[config.mk]
export PLATFORM = sky130hd
export DESIGN_NAME = packed_column_predicate_scan_core_flat
export DESIGN_NICKNAME = d
export VERILOG_FILES = /design/src/design/pcps_pkg.sv /design/src/design/pcps_req_if.sv /design/src/design/pcps_rsp_if.sv /design/src/design/packed_column_predicate_scan_core.sv /design/src/design/pcps_regs.sv /design/src/design/pcps_front.sv /design/src/design/pcps_queue.sv /design/src/design/pcps_back.sv /design/src/flat_wrapper.sv
export SDC_FILE = /design/constraint.sdc
export NUM_CORES = 1
export LEC_CHECK = 0
export BUFFER_PORTS_ARGS = -buffer_cell sky130_fd_sc_hd__buf_2
export CORE_UTILIZATION = 65
export DETAILED_ROUTE_END_ITERATION = 6
export MAX_ROUTING_LAYER = met4
export PLACE_DENSITY = 0.88
export SYNTH_ARGS = -nofsm -noshare
export SYNTH_HDL_FRONTEND = slang
export SYNTH_SLANG_ARGS = --single-unit
[constraint.sdc]
create_clock -name clock -period 21.6 [get_ports clock]
set_input_delay 4.32 -clock clock [delete_from_list [all_inputs] [get_ports clock]]
set_output_delay 4.32 -clock clock [all_outputs]
set_load 0.05 [all_outputs]
[src/design/pcps_pkg.sv]
// Package for the packed column predicate scan: widths, register and mode codes,
// the configuration struct and the queue entry struct.
// No dependencies; every other file of the block imports it.
`default_nettype none

package pcps_pkg;

   // Field widths.
   localparam int PCPS_WORD_W    = 64;
   localparam int PCPS_TOTAL_W   = 19;
   localparam int PCPS_PRED_W    = 16;
   localparam int PCPS_LINES_W   = 5;
   localparam int PCPS_PAD_W     = 6;
   localparam int PCPS_MODE_W    = 3;
   localparam int PCPS_BYTE_LANES = 8;
   localparam int PCPS_HALF_LANES = 4;

   // Default segment limit for the running total.
   localparam int PCPS_MAX_SEGMENTS = 4096;

   // Configuration port.
   localparam int PCPS_ADDR_W = 5;
   localparam int PCPS_DATA_W = 32;

   // Queue between the front and the back.
   localparam int PCPS_QUEUE_DEPTH = 4;
   localparam int PCPS_QPTR_W      = $clog2(PCPS_QUEUE_DEPTH);

   // Register indexes.
   localparam logic [2:0] REG_COMPARE_MODE     = 3'd0;
   localparam logic [2:0] REG_LANE_WIDTH       = 3'd1;
   localparam logic [2:0] REG_FIRST_PREDICATE  = 3'd2;
   localparam logic [2:0] REG_SECOND_PREDICATE = 3'd3;
   localparam logic [2:0] REG_LINES_PER_SEG    = 3'd4;
   localparam logic [2:0] REG_PADDING_COUNT    = 3'd5;

   // Compare modes.
   localparam logic [PCPS_MODE_W-1:0] MODE_EQUAL       = 3'd0;
   localparam logic [PCPS_MODE_W-1:0] MODE_GREATER     = 3'd1;
   localparam logic [PCPS_MODE_W-1:0] MODE_LESS_EQUAL  = 3'd2;
   localparam logic [PCPS_MODE_W-1:0] MODE_RANGE       = 3'd3;
   localparam logic [PCPS_MODE_W-1:0] MODE_EQUAL_EITHER = 3'd4;

   // Lane width codes.
   localparam logic LANES_BYTE = 1'b0;
   localparam logic LANES_HALF = 1'b1;

   typedef struct packed {
      logic [PCPS_MODE_W-1:0]  compare_mode;
      logic                    lane_width;
      logic [PCPS_PRED_W-1:0]  first_predicate;
      logic [PCPS_PRED_W-1:0]  second_predicate;
      logic [PCPS_LINES_W-1:0] lines_per_segment;
      logic [PCPS_PAD_W-1:0]   padding_count;
   } pcps_cfg_type;

   // One classified word: its lane match bits and where it sits in the column.
   typedef struct packed {
      logic [PCPS_BYTE_LANES-1:0] lane_bits;
      logic                       last_word;
      logic                       segment_end;
   } pcps_entry_type;

endpackage

`default_nettype wire

[src/design/pcps_req_if.sv]
// Input channel of the predicate scan: one packed column word per item.
// Depends on pcps_pkg.
`default_nettype none

interface pcps_req_if;
   import pcps_pkg::*;

   logic                   valid;
   logic                   ready;
   logic [PCPS_WORD_W-1:0] data_word;
   logic                   last_word;

   modport source (output valid, output data_word, output last_word, input ready);
   modport sink (input valid, input data_word, input last_word, output ready);
endinterface

`default_nettype wire

[src/design/pcps_rsp_if.sv]
// Result channel of the predicate scan: one segment mask per item.
// Depends on pcps_pkg.
`default_nettype none

interface pcps_rsp_if;
   import pcps_pkg::*;

   logic                    valid;
   logic                    ready;
   logic [PCPS_WORD_W-1:0]  segment_mask;
   logic [PCPS_TOTAL_W-1:0] match_total;
   logic                    done_res;

   modport source (output valid, output segment_mask, output match_total,
                   output done_res, input ready);
   modport sink (input valid, input segment_mask, input match_total,
                 input done_res, output ready);
endinterface

`default_nettype wire

[src/design/packed_column_predicate_scan_core.sv]
// Top level of the packed column predicate scan: configuration registers,
// compare front, word queue and segment back. Depends on pcps_pkg and the channel interfaces.
//
//   Channel   Direction  Handshake               Payload
//   req_chan  in         valid/ready             data_word[63:0], last_word
//   rsp_chan  out        valid/ready             segment_mask[63:0], match_total[18:0], done_res
//   APB       in         psel/penable, pready=1  paddr[4:0], pwdata/prdata[31:0]
//
// One word is accepted per cycle while the queue is not full; its lanes are compared as it is accepted
// and written to the queue. The back then pops it from the queue, so a word that closes a segment
// has its mask written from the queue entry into the result register once that register is free.
// A four-entry queue parts the front from the back, so words that close no segment
// keep flowing while a finished mask waits on rsp_chan.ready.
// Synchronous active-high reset clears line count, accumulator, total and queue;
// registers return to mode equal, byte lanes, eight lines per segment.
`default_nettype none

module packed_column_predicate_scan_core #(
   parameter int MAX_SEGMENTS = pcps_pkg::PCPS_MAX_SEGMENTS
) (
   input  wire logic                             clock,
   input  wire logic                             reset,
   pcps_req_if.sink                              req_chan,
   pcps_rsp_if.source                            rsp_chan,
   input  wire logic                             psel,
   input  wire logic                             penable,
   input  wire logic                             pwrite,
   input  wire logic [pcps_pkg::PCPS_ADDR_W-1:0] paddr,
   input  wire logic [pcps_pkg::PCPS_DATA_W-1:0] pwdata,
   output logic      [pcps_pkg::PCPS_DATA_W-1:0] prdata,
   output logic                                  pready
);
   import pcps_pkg::*;

   pcps_cfg_type   cfg;
   pcps_entry_type push_entry;
   pcps_entry_type pop_entry;
   logic           push;
   logic           pop;
   logic           queue_full;
   logic           queue_empty;

   pcps_regs u_regs (
      .clock   (clock),
      .reset   (reset),
      .psel    (psel),
      .penable (penable),
      .pwrite  (pwrite),
      .paddr   (paddr),
      .pwdata  (pwdata),
      .prdata  (prdata),
      .pready  (pready),
      .cfg     (cfg)
   );

   pcps_front u_front (
      .clock      (clock),
      .reset      (reset),
      .cfg        (cfg),
      .req_chan   (req_chan),
      .queue_full (queue_full),
      .push       (push),
      .push_entry (push_entry)
   );

   pcps_queue u_queue (
      .clock      (clock),
      .reset      (reset),
      .push       (push),
      .push_entry (push_entry),
      .pop        (pop),
      .pop_entry  (pop_entry),
      .full       (queue_full),
      .empty      (queue_empty)
   );

   pcps_back #(
      .MAX_SEGMENTS (MAX_SEGMENTS)
   ) u_back (
      .clock       (clock),
      .reset       (reset),
      .cfg         (cfg),
      .queue_empty (queue_empty),
      .pop_entry   (pop_entry),
      .pop         (pop),
      .rsp_chan    (rsp_chan)
   );

endmodule

`default_nettype wire

[src/design/pcps_regs.sv]
// Configuration registers of the predicate scan behind an APB-style port.
// Depends on pcps_pkg.
`default_nettype none

module pcps_regs (
   input  wire logic                            clock,
   input  wire logic                            reset,
   input  wire logic                            psel,
   input  wire logic                            penable,
   input  wire logic                            pwrite,
   input  wire logic [pcps_pkg::PCPS_ADDR_W-1:0] paddr,
   input  wire logic [pcps_pkg::PCPS_DATA_W-1:0] pwdata,
   output logic      [pcps_pkg::PCPS_DATA_W-1:0] prdata,
   output logic                                 pready,
   output pcps_pkg::pcps_cfg_type               cfg
);
   import pcps_pkg::*;

   pcps_cfg_type cfg_ff;
   pcps_cfg_type cfg_in;
   logic [2:0]   reg_index;
   logic         write_en;

   assign reg_index = paddr[PCPS_ADDR_W-1:2];
   assign write_en  = psel & penable & pwrite;
   assign pready    = 1'b1;
   assign cfg       = cfg_ff;

   // Register write decode.
   always_comb begin
      cfg_in = cfg_ff;
      if (write_en) begin
         case (reg_index)
            REG_COMPARE_MODE:     cfg_in.compare_mode      = pwdata[PCPS_MODE_W-1:0];
            REG_LANE_WIDTH:       cfg_in.lane_width        = pwdata[0];
            REG_FIRST_PREDICATE:  cfg_in.first_predicate   = pwdata[PCPS_PRED_W-1:0];
            REG_SECOND_PREDICATE: cfg_in.second_predicate  = pwdata[PCPS_PRED_W-1:0];
            REG_LINES_PER_SEG:    cfg_in.lines_per_segment = pwdata[PCPS_LINES_W-1:0];
            REG_PADDING_COUNT:    cfg_in.padding_count     = pwdata[PCPS_PAD_W-1:0];
            default:              cfg_in = cfg_ff;
         endcase
      end
   end

   always_ff @(posedge clock) begin
      if (reset) begin
         cfg_ff.compare_mode      <= MODE_EQUAL;
         cfg_ff.lane_width        <= LANES_BYTE;
         cfg_ff.first_predicate   <= '0;
         cfg_ff.second_predicate  <= '0;
         cfg_ff.lines_per_segment <= PCPS_LINES_W'(8);
         cfg_ff.padding_count     <= '0;
      end else begin
         cfg_ff <= cfg_in;
      end
   end

   // Read mux.
   always_comb begin
      case (reg_index)
         REG_COMPARE_MODE:     prdata = PCPS_DATA_W'(cfg_ff.compare_mode);
         REG_LANE_WIDTH:       prdata = PCPS_DATA_W'(cfg_ff.lane_width);
         REG_FIRST_PREDICATE:  prdata = PCPS_DATA_W'(cfg_ff.first_predicate);
         REG_SECOND_PREDICATE: prdata = PCPS_DATA_W'(cfg_ff.second_predicate);
         REG_LINES_PER_SEG:    prdata = PCPS_DATA_W'(cfg_ff.lines_per_segment);
         REG_PADDING_COUNT:    prdata = PCPS_DATA_W'(cfg_ff.padding_count);
         default:              prdata = '0;
      endcase
   end

endmodule

`default_nettype wire

[src/design/pcps_front.sv]
// Front of the predicate scan: accepts column words, compares every lane and
// tracks segment boundaries. Depends on pcps_pkg and pcps_req_if.
`default_nettype none

module pcps_front (
   input  wire logic                   clock,
   input  wire logic                   reset,
   input  wire pcps_pkg::pcps_cfg_type cfg,
   pcps_req_if.sink                    req_chan,
   input  wire logic                   queue_full,
   output logic                        push,
   output pcps_pkg::pcps_entry_type    push_entry
);
   import pcps_pkg::*;

   logic [PCPS_LINES_W-1:0]    line_ff;
   logic [PCPS_LINES_W-1:0]    line_in;
   logic [PCPS_LINES_W:0]      line_next;
   logic                       seg_end;
   logic [PCPS_BYTE_LANES-1:0] eq1;
   logic [PCPS_BYTE_LANES-1:0] eq2;
   logic [PCPS_BYTE_LANES-1:0] gt1;
   logic [PCPS_BYTE_LANES-1:0] gt2;
   logic [PCPS_BYTE_LANES-1:0] lane_bits;

   assign req_chan.ready = ~queue_full;
   assign push           = req_chan.valid & ~queue_full;

   // Per-lane compares; lane j sits at the j-th lane from the bottom of the word.
   always_comb begin
      eq1 = '0;
      eq2 = '0;
      gt1 = '0;
      gt2 = '0;
      if (cfg.lane_width == LANES_BYTE) begin
         for (int j = 0; j < PCPS_BYTE_LANES; j++) begin
            eq1[j] = req_chan.data_word[8*j +: 8] == cfg.first_predicate[7:0];
            eq2[j] = req_chan.data_word[8*j +: 8] == cfg.second_predicate[7:0];
            gt1[j] = req_chan.data_word[8*j +: 8] > cfg.first_predicate[7:0];
            gt2[j] = req_chan.data_word[8*j +: 8] > cfg.second_predicate[7:0];
         end
      end else begin
         for (int j = 0; j < PCPS_HALF_LANES; j++) begin
            eq1[j] = req_chan.data_word[16*j +: 16] == cfg.first_predicate;
            eq2[j] = req_chan.data_word[16*j +: 16] == cfg.second_predicate;
            gt1[j] = $signed(req_chan.data_word[16*j +: 16]) >
                     $signed(cfg.first_predicate);
            gt2[j] = $signed(req_chan.data_word[16*j +: 16]) >
                     $signed(cfg.second_predicate);
         end
      end
   end

   // Mode select; the less-or-equal mode is inverted at segment end in the back.
   always_comb begin
      case (cfg.compare_mode)
         MODE_EQUAL:        lane_bits = eq1;
         MODE_GREATER:      lane_bits = gt1;
         MODE_LESS_EQUAL:   lane_bits = gt1;
         MODE_RANGE:        lane_bits = gt1 & ~gt2;
         MODE_EQUAL_EITHER: lane_bits = eq1 | eq2;
         default:           lane_bits = '0;
      endcase
   end

   // Segment boundary: the segment closes on its last line or on the column's end.
   assign line_next = {1'b0, line_ff} + (PCPS_LINES_W+1)'(1);
   assign seg_end   = req_chan.last_word | (line_next >= {1'b0, cfg.lines_per_segment});
   assign line_in   = seg_end ? '0 : line_next[PCPS_LINES_W-1:0];

   assign push_entry.lane_bits   = lane_bits;
   assign push_entry.last_word   = req_chan.last_word;
   assign push_entry.segment_end = seg_end;

   always_ff @(posedge clock) begin
      if (reset) begin
         line_ff <= '0;
      end else if (push) begin
         line_ff <= line_in;
      end
   end

   // The line count restarts after every word that closes the column.
   a_line_restart: assert property (@(posedge clock) disable iff (reset)
      (push && req_chan.last_word) |=> (line_ff == '0))
      else $error("line count not cleared after column end");

endmodule

`default_nettype wire

[src/design/pcps_queue.sv]
// Short queue of classified words between the front and the back.
// Depends on pcps_pkg.
`default_nettype none

module pcps_queue (
   input  wire logic                     clock,
   input  wire logic                     reset,
   input  wire logic                     push,
   input  wire pcps_pkg::pcps_entry_type push_entry,
   input  wire logic                     pop,
   output pcps_pkg::pcps_entry_type      pop_entry,
   output logic                          full,
   output logic                          empty
);
   import pcps_pkg::*;

   pcps_entry_type          entries_ff [PCPS_QUEUE_DEPTH];
   logic [PCPS_QPTR_W-1:0]  wr_ptr_ff;
   logic [PCPS_QPTR_W-1:0]  rd_ptr_ff;
   logic [PCPS_QPTR_W:0]    count_ff;
   logic [PCPS_QPTR_W:0]    count_in;

   assign full      = count_ff == (PCPS_QPTR_W+1)'(PCPS_QUEUE_DEPTH);
   assign empty     = count_ff == '0;
   assign pop_entry = entries_ff[rd_ptr_ff];

   always_comb begin
      count_in = count_ff;
      if (push && !pop) begin
         count_in = count_ff + (PCPS_QPTR_W+1)'(1);
      end else if (pop && !push) begin
         count_in = count_ff - (PCPS_QPTR_W+1)'(1);
      end
   end

   // Pointers and fill count.
   always_ff @(posedge clock) begin
      if (reset) begin
         wr_ptr_ff <= '0;
         rd_ptr_ff <= '0;
         count_ff  <= '0;
      end else begin
         count_ff <= count_in;
         if (push) begin
            wr_ptr_ff <= wr_ptr_ff + PCPS_QPTR_W'(1);
         end
         if (pop) begin
            rd_ptr_ff <= rd_ptr_ff + PCPS_QPTR_W'(1);
         end
      end
   end

   // Entry storage.
   always_ff @(posedge clock) begin
      if (push) begin
         entries_ff[wr_ptr_ff] <= push_entry;
      end
   end

   a_no_overflow: assert property (@(posedge clock) disable iff (reset)
      full |-> !push)
      else $error("push into a full queue");

   a_no_underflow: assert property (@(posedge clock) disable iff (reset)
      empty |-> !pop)
      else $error("pop from an empty queue");

endmodule

`default_nettype wire

[src/design/pcps_back.sv]
// Back of the predicate scan: shifts lane bits into the segment accumulator,
// emits segment masks and keeps the saturating match total. Depends on pcps_pkg.
`default_nettype none

module pcps_back #(
   parameter int MAX_SEGMENTS = pcps_pkg::PCPS_MAX_SEGMENTS
) (
   input  wire logic                     clock,
   input  wire logic                     reset,
   input  wire pcps_pkg::pcps_cfg_type   cfg,
   input  wire logic                     queue_empty,
   input  wire pcps_pkg::pcps_entry_type pop_entry,
   output logic                          pop,
   pcps_rsp_if.source                    rsp_chan
);
   import pcps_pkg::*;

   localparam int TotalLimit = (MAX_SEGMENTS * 64 > (2**PCPS_TOTAL_W) - 1) ?
                               (2**PCPS_TOTAL_W) - 1 : MAX_SEGMENTS * 64;
   localparam logic [PCPS_TOTAL_W:0] TotalCap = (PCPS_TOTAL_W+1)'(TotalLimit);

   logic [PCPS_WORD_W-1:0]  acc_ff;
   logic [PCPS_WORD_W-1:0]  acc_in;
   logic [PCPS_WORD_W-1:0]  acc_shifted;
   logic [PCPS_TOTAL_W-1:0] total_ff;
   logic [PCPS_TOTAL_W-1:0] total_in;
   logic                    out_valid_ff;
   logic                    out_valid_in;
   logic [PCPS_WORD_W-1:0]  out_mask_ff;
   logic [PCPS_TOTAL_W-1:0] out_total_ff;
   logic                    out_done_ff;
   logic [PCPS_WORD_W-1:0]  seg_mask;
   logic [6:0]              ones;
   logic [PCPS_TOTAL_W:0]   sum;
   logic [PCPS_TOTAL_W-1:0] sat_sum;
   logic                    out_free;
   logic                    emit;

   function automatic logic [6:0] count_ones(input logic [PCPS_WORD_W-1:0] v);
      logic [3:0] part [8];
      logic [6:0] n;
      n = '0;
      for (int b = 0; b < 8; b++) begin
         part[b] = '0;
         for (int i = 0; i < 8; i++) begin
            part[b] = part[b] + 4'(v[8*b + i]);
         end
      end
      for (int b = 0; b < 8; b++) begin
         n = n + 7'(part[b]);
      end
      return n;
   endfunction

   // Items that close no segment never wait on the result register.
   assign out_free = ~out_valid_ff | rsp_chan.ready;
   assign pop      = ~queue_empty & (~pop_entry.segment_end | out_free);
   assign emit     = pop & pop_entry.segment_end;

   // Accumulator shift by the number of lanes in a word.
   assign acc_shifted = (cfg.lane_width == LANES_BYTE) ?
                        {acc_ff[PCPS_WORD_W-9:0], pop_entry.lane_bits} :
                        {acc_ff[PCPS_WORD_W-5:0], pop_entry.lane_bits[3:0]};

   // Segment mask: less-or-equal inverts, and clears padding on the column's end.
   always_comb begin
      seg_mask = acc_shifted;
      if (cfg.compare_mode == MODE_LESS_EQUAL) begin
         seg_mask = ~acc_shifted;
         if (pop_entry.last_word) begin
            seg_mask = seg_mask & ({PCPS_WORD_W{1'b1}} << cfg.padding_count);
         end
      end
   end

   assign ones    = count_ones(seg_mask);
   assign sum     = {1'b0, total_ff} + (PCPS_TOTAL_W+1)'(ones);
   assign sat_sum = (sum > TotalCap) ? TotalCap[PCPS_TOTAL_W-1:0] : sum[PCPS_TOTAL_W-1:0];

   always_comb begin
      acc_in   = acc_ff;
      total_in = total_ff;
      if (pop) begin
         acc_in = acc_shifted;
         if (pop_entry.segment_end) begin
            acc_in   = '0;
            total_in = pop_entry.last_word ? '0 : sat_sum;
         end
      end
   end

   assign out_valid_in = emit | (out_valid_ff & ~rsp_chan.ready);

   // Control state.
   always_ff @(posedge clock) begin
      if (reset) begin
         acc_ff       <= '0;
         total_ff     <= '0;
         out_valid_ff <= 1'b0;
      end else begin
         acc_ff       <= acc_in;
         total_ff     <= total_in;
         out_valid_ff <= out_valid_in;
      end
   end

   // Result register.
   always_ff @(posedge clock) begin
      if (emit) begin
         out_mask_ff  <= seg_mask;
         out_total_ff <= sat_sum;
         out_done_ff  <= pop_entry.last_word;
      end
   end

   assign rsp_chan.valid        = out_valid_ff;
   assign rsp_chan.segment_mask = out_mask_ff;
   assign rsp_chan.match_total  = out_total_ff;
   assign rsp_chan.done_res     = out_done_ff;

   a_total_capped: assert property (@(posedge clock) disable iff (reset)
      {1'b0, total_ff} <= TotalCap)
      else $error("running total above its cap");

   a_column_restart: assert property (@(posedge clock) disable iff (reset)
      (emit && pop_entry.last_word) |=> (total_ff == '0 && acc_ff == '0))
      else $error("column state not cleared after final segment");

endmodule

`default_nettype wire

[src/flat_wrapper.sv]
// flat-port wrapper written by rule: the top's interface ports become plain ports
module packed_column_predicate_scan_core_flat import pcps_pkg::*;
#(
   parameter int MAX_SEGMENTS = pcps_pkg::PCPS_MAX_SEGMENTS
)
  (clock, reset, psel, penable, pwrite, paddr, pwdata, prdata, pready, req_chan_valid, req_chan_data_word, req_chan_last_word, req_chan_ready, rsp_chan_valid, rsp_chan_segment_mask, rsp_chan_match_total, rsp_chan_done_res, rsp_chan_ready);
  pcps_req_if req_chan_i ();
  pcps_rsp_if rsp_chan_i ();
  input  wire logic clock;
  input  wire logic reset;
  input  wire logic psel;
  input  wire logic penable;
  input  wire logic pwrite;
  input  wire logic [pcps_pkg::PCPS_ADDR_W-1:0] paddr;
  input  wire logic [pcps_pkg::PCPS_DATA_W-1:0] pwdata;
  output logic      [pcps_pkg::PCPS_DATA_W-1:0] prdata;
  output logic pready;
  input wire logic [$bits(req_chan_i.valid)-1:0] req_chan_valid;
  input wire logic [$bits(req_chan_i.data_word)-1:0] req_chan_data_word;
  input wire logic [$bits(req_chan_i.last_word)-1:0] req_chan_last_word;
  output wire logic [$bits(req_chan_i.ready)-1:0] req_chan_ready;
  output wire logic [$bits(rsp_chan_i.valid)-1:0] rsp_chan_valid;
  output wire logic [$bits(rsp_chan_i.segment_mask)-1:0] rsp_chan_segment_mask;
  output wire logic [$bits(rsp_chan_i.match_total)-1:0] rsp_chan_match_total;
  output wire logic [$bits(rsp_chan_i.done_res)-1:0] rsp_chan_done_res;
  input wire logic [$bits(rsp_chan_i.ready)-1:0] rsp_chan_ready;
  assign req_chan_i.valid = req_chan_valid;
  assign req_chan_i.data_word = req_chan_data_word;
  assign req_chan_i.last_word = req_chan_last_word;
  assign req_chan_ready = req_chan_i.ready;
  assign rsp_chan_valid = rsp_chan_i.valid;
  assign rsp_chan_segment_mask = rsp_chan_i.segment_mask;
  assign rsp_chan_match_total = rsp_chan_i.match_total;
  assign rsp_chan_done_res = rsp_chan_i.done_res;
  assign rsp_chan_i.ready = rsp_chan_ready;
  packed_column_predicate_scan_core #(.MAX_SEGMENTS(MAX_SEGMENTS)) u_core (.clock(clock), .reset(reset), .req_chan(req_chan_i), .rsp_chan(rsp_chan_i), .psel(psel), .penable(penable), .pwrite(pwrite), .paddr(paddr), .pwdata(pwdata), .prdata(prdata), .pready(pready));
endmodule
==> impl_metrics.tcl <==
set metrics [dict create \
    ctsHoldBuffers 0 \
    cts_root_buf "clkbuf_16" \
    hp-class "flop to flop" \
    cts_max_path_buffers 3 \
    initial_core_util_pct 66.4 \
    cp_common_cell "fa_1" \
    cts_tree "done" \
    core_area_um2 28900 \
    ir_drop_v 0.000161 \
    max_freq_ghz 0.0951 \
    die_w_um 174 \
    grt.total_usage_pct 37.1 \
    rsz0062_at_grt "false" \
    htreeDepth 1 \
    comb_power_share_pct 54.0 \
    swShare_pct 46.5 \
    drc 0 \
    mostFrequentLayoutCell "ha_1" \
    row_count 62 \
    finalMaxSlewViolations 0 \
    antenna_found_initial 0 \
    die_y_um 174 \
    ys_seq_area_share_pct 34.1 \
    criticalPathCategory "flop to flop" \
    nNetsFinal 2593 \
    cts_setup_buffers 0 \
    io_buffers 192 \
    synth.distinct_cells 78 \
    ant_nets 0 \
    grt_max_degree 92 \
    dpl_worst_slack_ns 11.43 \
    max_stage_delay_ns 0.70 \
    switching_power_w 0.00118 \
    cp.arrival_ns 10.99 \
    powerDensity_nw_per_um2 120 \
    synth_edf_count 124 \
    leakage_nw 8.81 \
    grt_pass1_vias 16300 \
    fin_cells 2602 \
    critical_path_peak_fanout 25 \
    slew_headroom_pct 21.7 \
    avgSynthCellArea_um2 9.28 \
    place_congestion 1.00 \
    grt.overflow.total 0 \
    maxCapViolCount 0 \
    yosys.area.top_type "edfxtp_1" \
    clk_pin_slew_ns 0.06 \
    vias_per_cell 6.51 \
    ctsResizeCount 0 \
    finalSetupTns_ns 0 \
    hold_viol 0 \
    start_kind "flop" \
    synth_area_leaders "edfxtp_1 19%, ha_1 15%, dfxtp_1 15%" \
    dp_hpwl_um 40600 \
    layout_common_cells "230 x ha_1, 229 x nor2_1, 191 x buf_2" \
    ys_warn_count 0 \
    clock_latency_ns 0.55 \
    postSynthCellCount 2065 \
    drt_iter0_drc 2042 \
    p_seq_share_pct 27.4 \
    fin_skew_ns 0.0183 \
    synth_top_area_share_pct 19.4 \
    clkPwrFrac_pct 18.5 \
    wl_per_cell_um 21.2 \
    area_delta_synth_final_pct 10.3 \
    worst_slew_pin_slew_ns 1.17 \
    synthesis.area_um2 19200 \
    fin_crit_ns 10.52 \
    synth-main-ff-cell "dfxtp_1" \
    cp_slowest_cell "fa_1" \
    synth_seq_cells 265 \
    drive_gt1_share_pct 13.9 \
    fin_ws_ns 11.08 \
    grt_pass1_wl_um 86000 \
    synthArstFlopShare_pct 0 \
    diodes 0 \
    vias 17000 \
    cts_buffers 28 \
    crit_required_ns 22.07 \
    die_area_um2 30200 \
    first_pass_iters 6 \
    routed_wl_um 55200 \
    status "finished clean" \
    pin_count 228 \
    dp.cells 2551 \
    p_int_w 0.00136 \
    finalCritPeriodShare_pct 48.7 \
    endpoint_kind "flop" \
    clock_sinks 265 \
    finalSetupViolCount 0 \
]
## metrics by stage
stage	hold slack, ns	area (um2)	power (W)	utilization [%]
finish	0.459	21200	0.00253	73.3
floorplan	0.432	19200	0.00168	-
detailed placement	0.450	20200	0.00200	70.2
global route	0.478	21200	0.00266	73.3
CTS	0.458	21200	0.00251	73.3
global placement	0.441	20200	0.00194	70.2
## cell type report
| class | instances | area [um2] |
|---|---|---|
| multi-input combinational | 1551 | 11600 |
| timing repair buffer | 202 | 1040 |
| fill | 2092 | 7700 |
| sequential | 265 | 6550 |
| tap | 384 | 480 |
| inverter | 149 | 561 |
| clock inverter | 16 | 138 |
| clock buffer | 35 | 767 |
## metal layers
metal / routed length, um / GRT usage (%)
met5: 0 / -
met4: 2670 / 16.9
met3: 4860 / 5.39
met2: 26100 / 60.1
met1: 21600 / 46.0
## power by group through the flow
stage	logic, W	clock network (W)	registers (W)
after floorplan	0.000769	0	0.000913
after global placement	0.00124	0	0.000699
after detailed placement	0.00129	0	0.000704
after CTS	0.00134	0.000472	0.000696
after global routing	0.00146	0.000491	0.000703
final	0.00137	0.000470	0.000695
## cell usage after synthesis, types with 8 or more instances
cell type,count
ha_1,230
nor2_1,229
a21oi_1,160
nand2_1,159
inv_1,148
dfxtp_1,141
edfxtp_1,124
o21ai_0,98
mux2i_1,86
clkbuf_1,75
a21o_1,62
fa_1,57
nand4_1,51
nand3_1,42
o21a_1,35
a22oi_1,28
o211ai_1,26
nor3_1,25
nor2b_1,24
mux2_2,21
buf_4,19
nand2b_1,19
xnor2_1,19
buf_1,15
a211oi_1,11
a21boi_0,11
mux4_2,9
and3_1,8
## critical path: cells and delay by family (launching register included)
kind	cells	cell delay [ns]
buf+inv	3	1.04
mux	2	0.72
simple gates	5	1.49
fa+ha+maj	10	4.83
flops	1	0.68
compound gates	8	1.68
## logic make-up (layout without fill, tap and decap cells)
group           after synthesis  in the layout  synth area share, %
simple gates                598            598                 14.3
compound gates              506            506                 16.9
fa+ha+maj                   287            287                 21.0
flops                       265            265                 34.1
buf+inv                     264            402                 5.58
mux                         117            117                 6.86
xor+xnor                     26             26                 1.19
other cells                   2             17               0.0392
## path summary, 6_finish.rpt
kind | from | end | slack [ns] | depth (start not counted)
worst max-delay path | flop | u_core.u_back.total_ff[0] | 11.08 | 28
worst min register to register | u_core.u_back.total_ff[4] | u_core.u_back.total_ff[4] | 0.46 | 2
worst max register to register | flop | u_core.u_back.total_ff[0] | 11.08 | 28
worst min-delay path | u_core.u_back.total_ff[4] | u_core.u_back.total_ff[4] | 0.46 | 2
## state kept, by name (all words and copies together), names as in the netlist, named ones only
name / flops
u_core.u_queue.count_ff: 3
u_core.u_queue.wr_ptr_ff: 2
u_core.u_back.rsp_chan.valid: 1
u_core.u_back.rsp_chan.segment_mask: 64
u_core.u_back.rsp_chan.done_res: 1
u_core.u_back.total_ff: 19
u_core.u_back.rsp_chan.match_total: 19
u_core.u_queue.rd_ptr_ff: 2
u_core.u_regs.cfg: 47
u_core.u_front.line_ff: 5
u_core.u_queue.entries_ff: 40
u_core.u_back.acc_ff: 60
No activity file was read; power rests on OpenSTA's default activity.
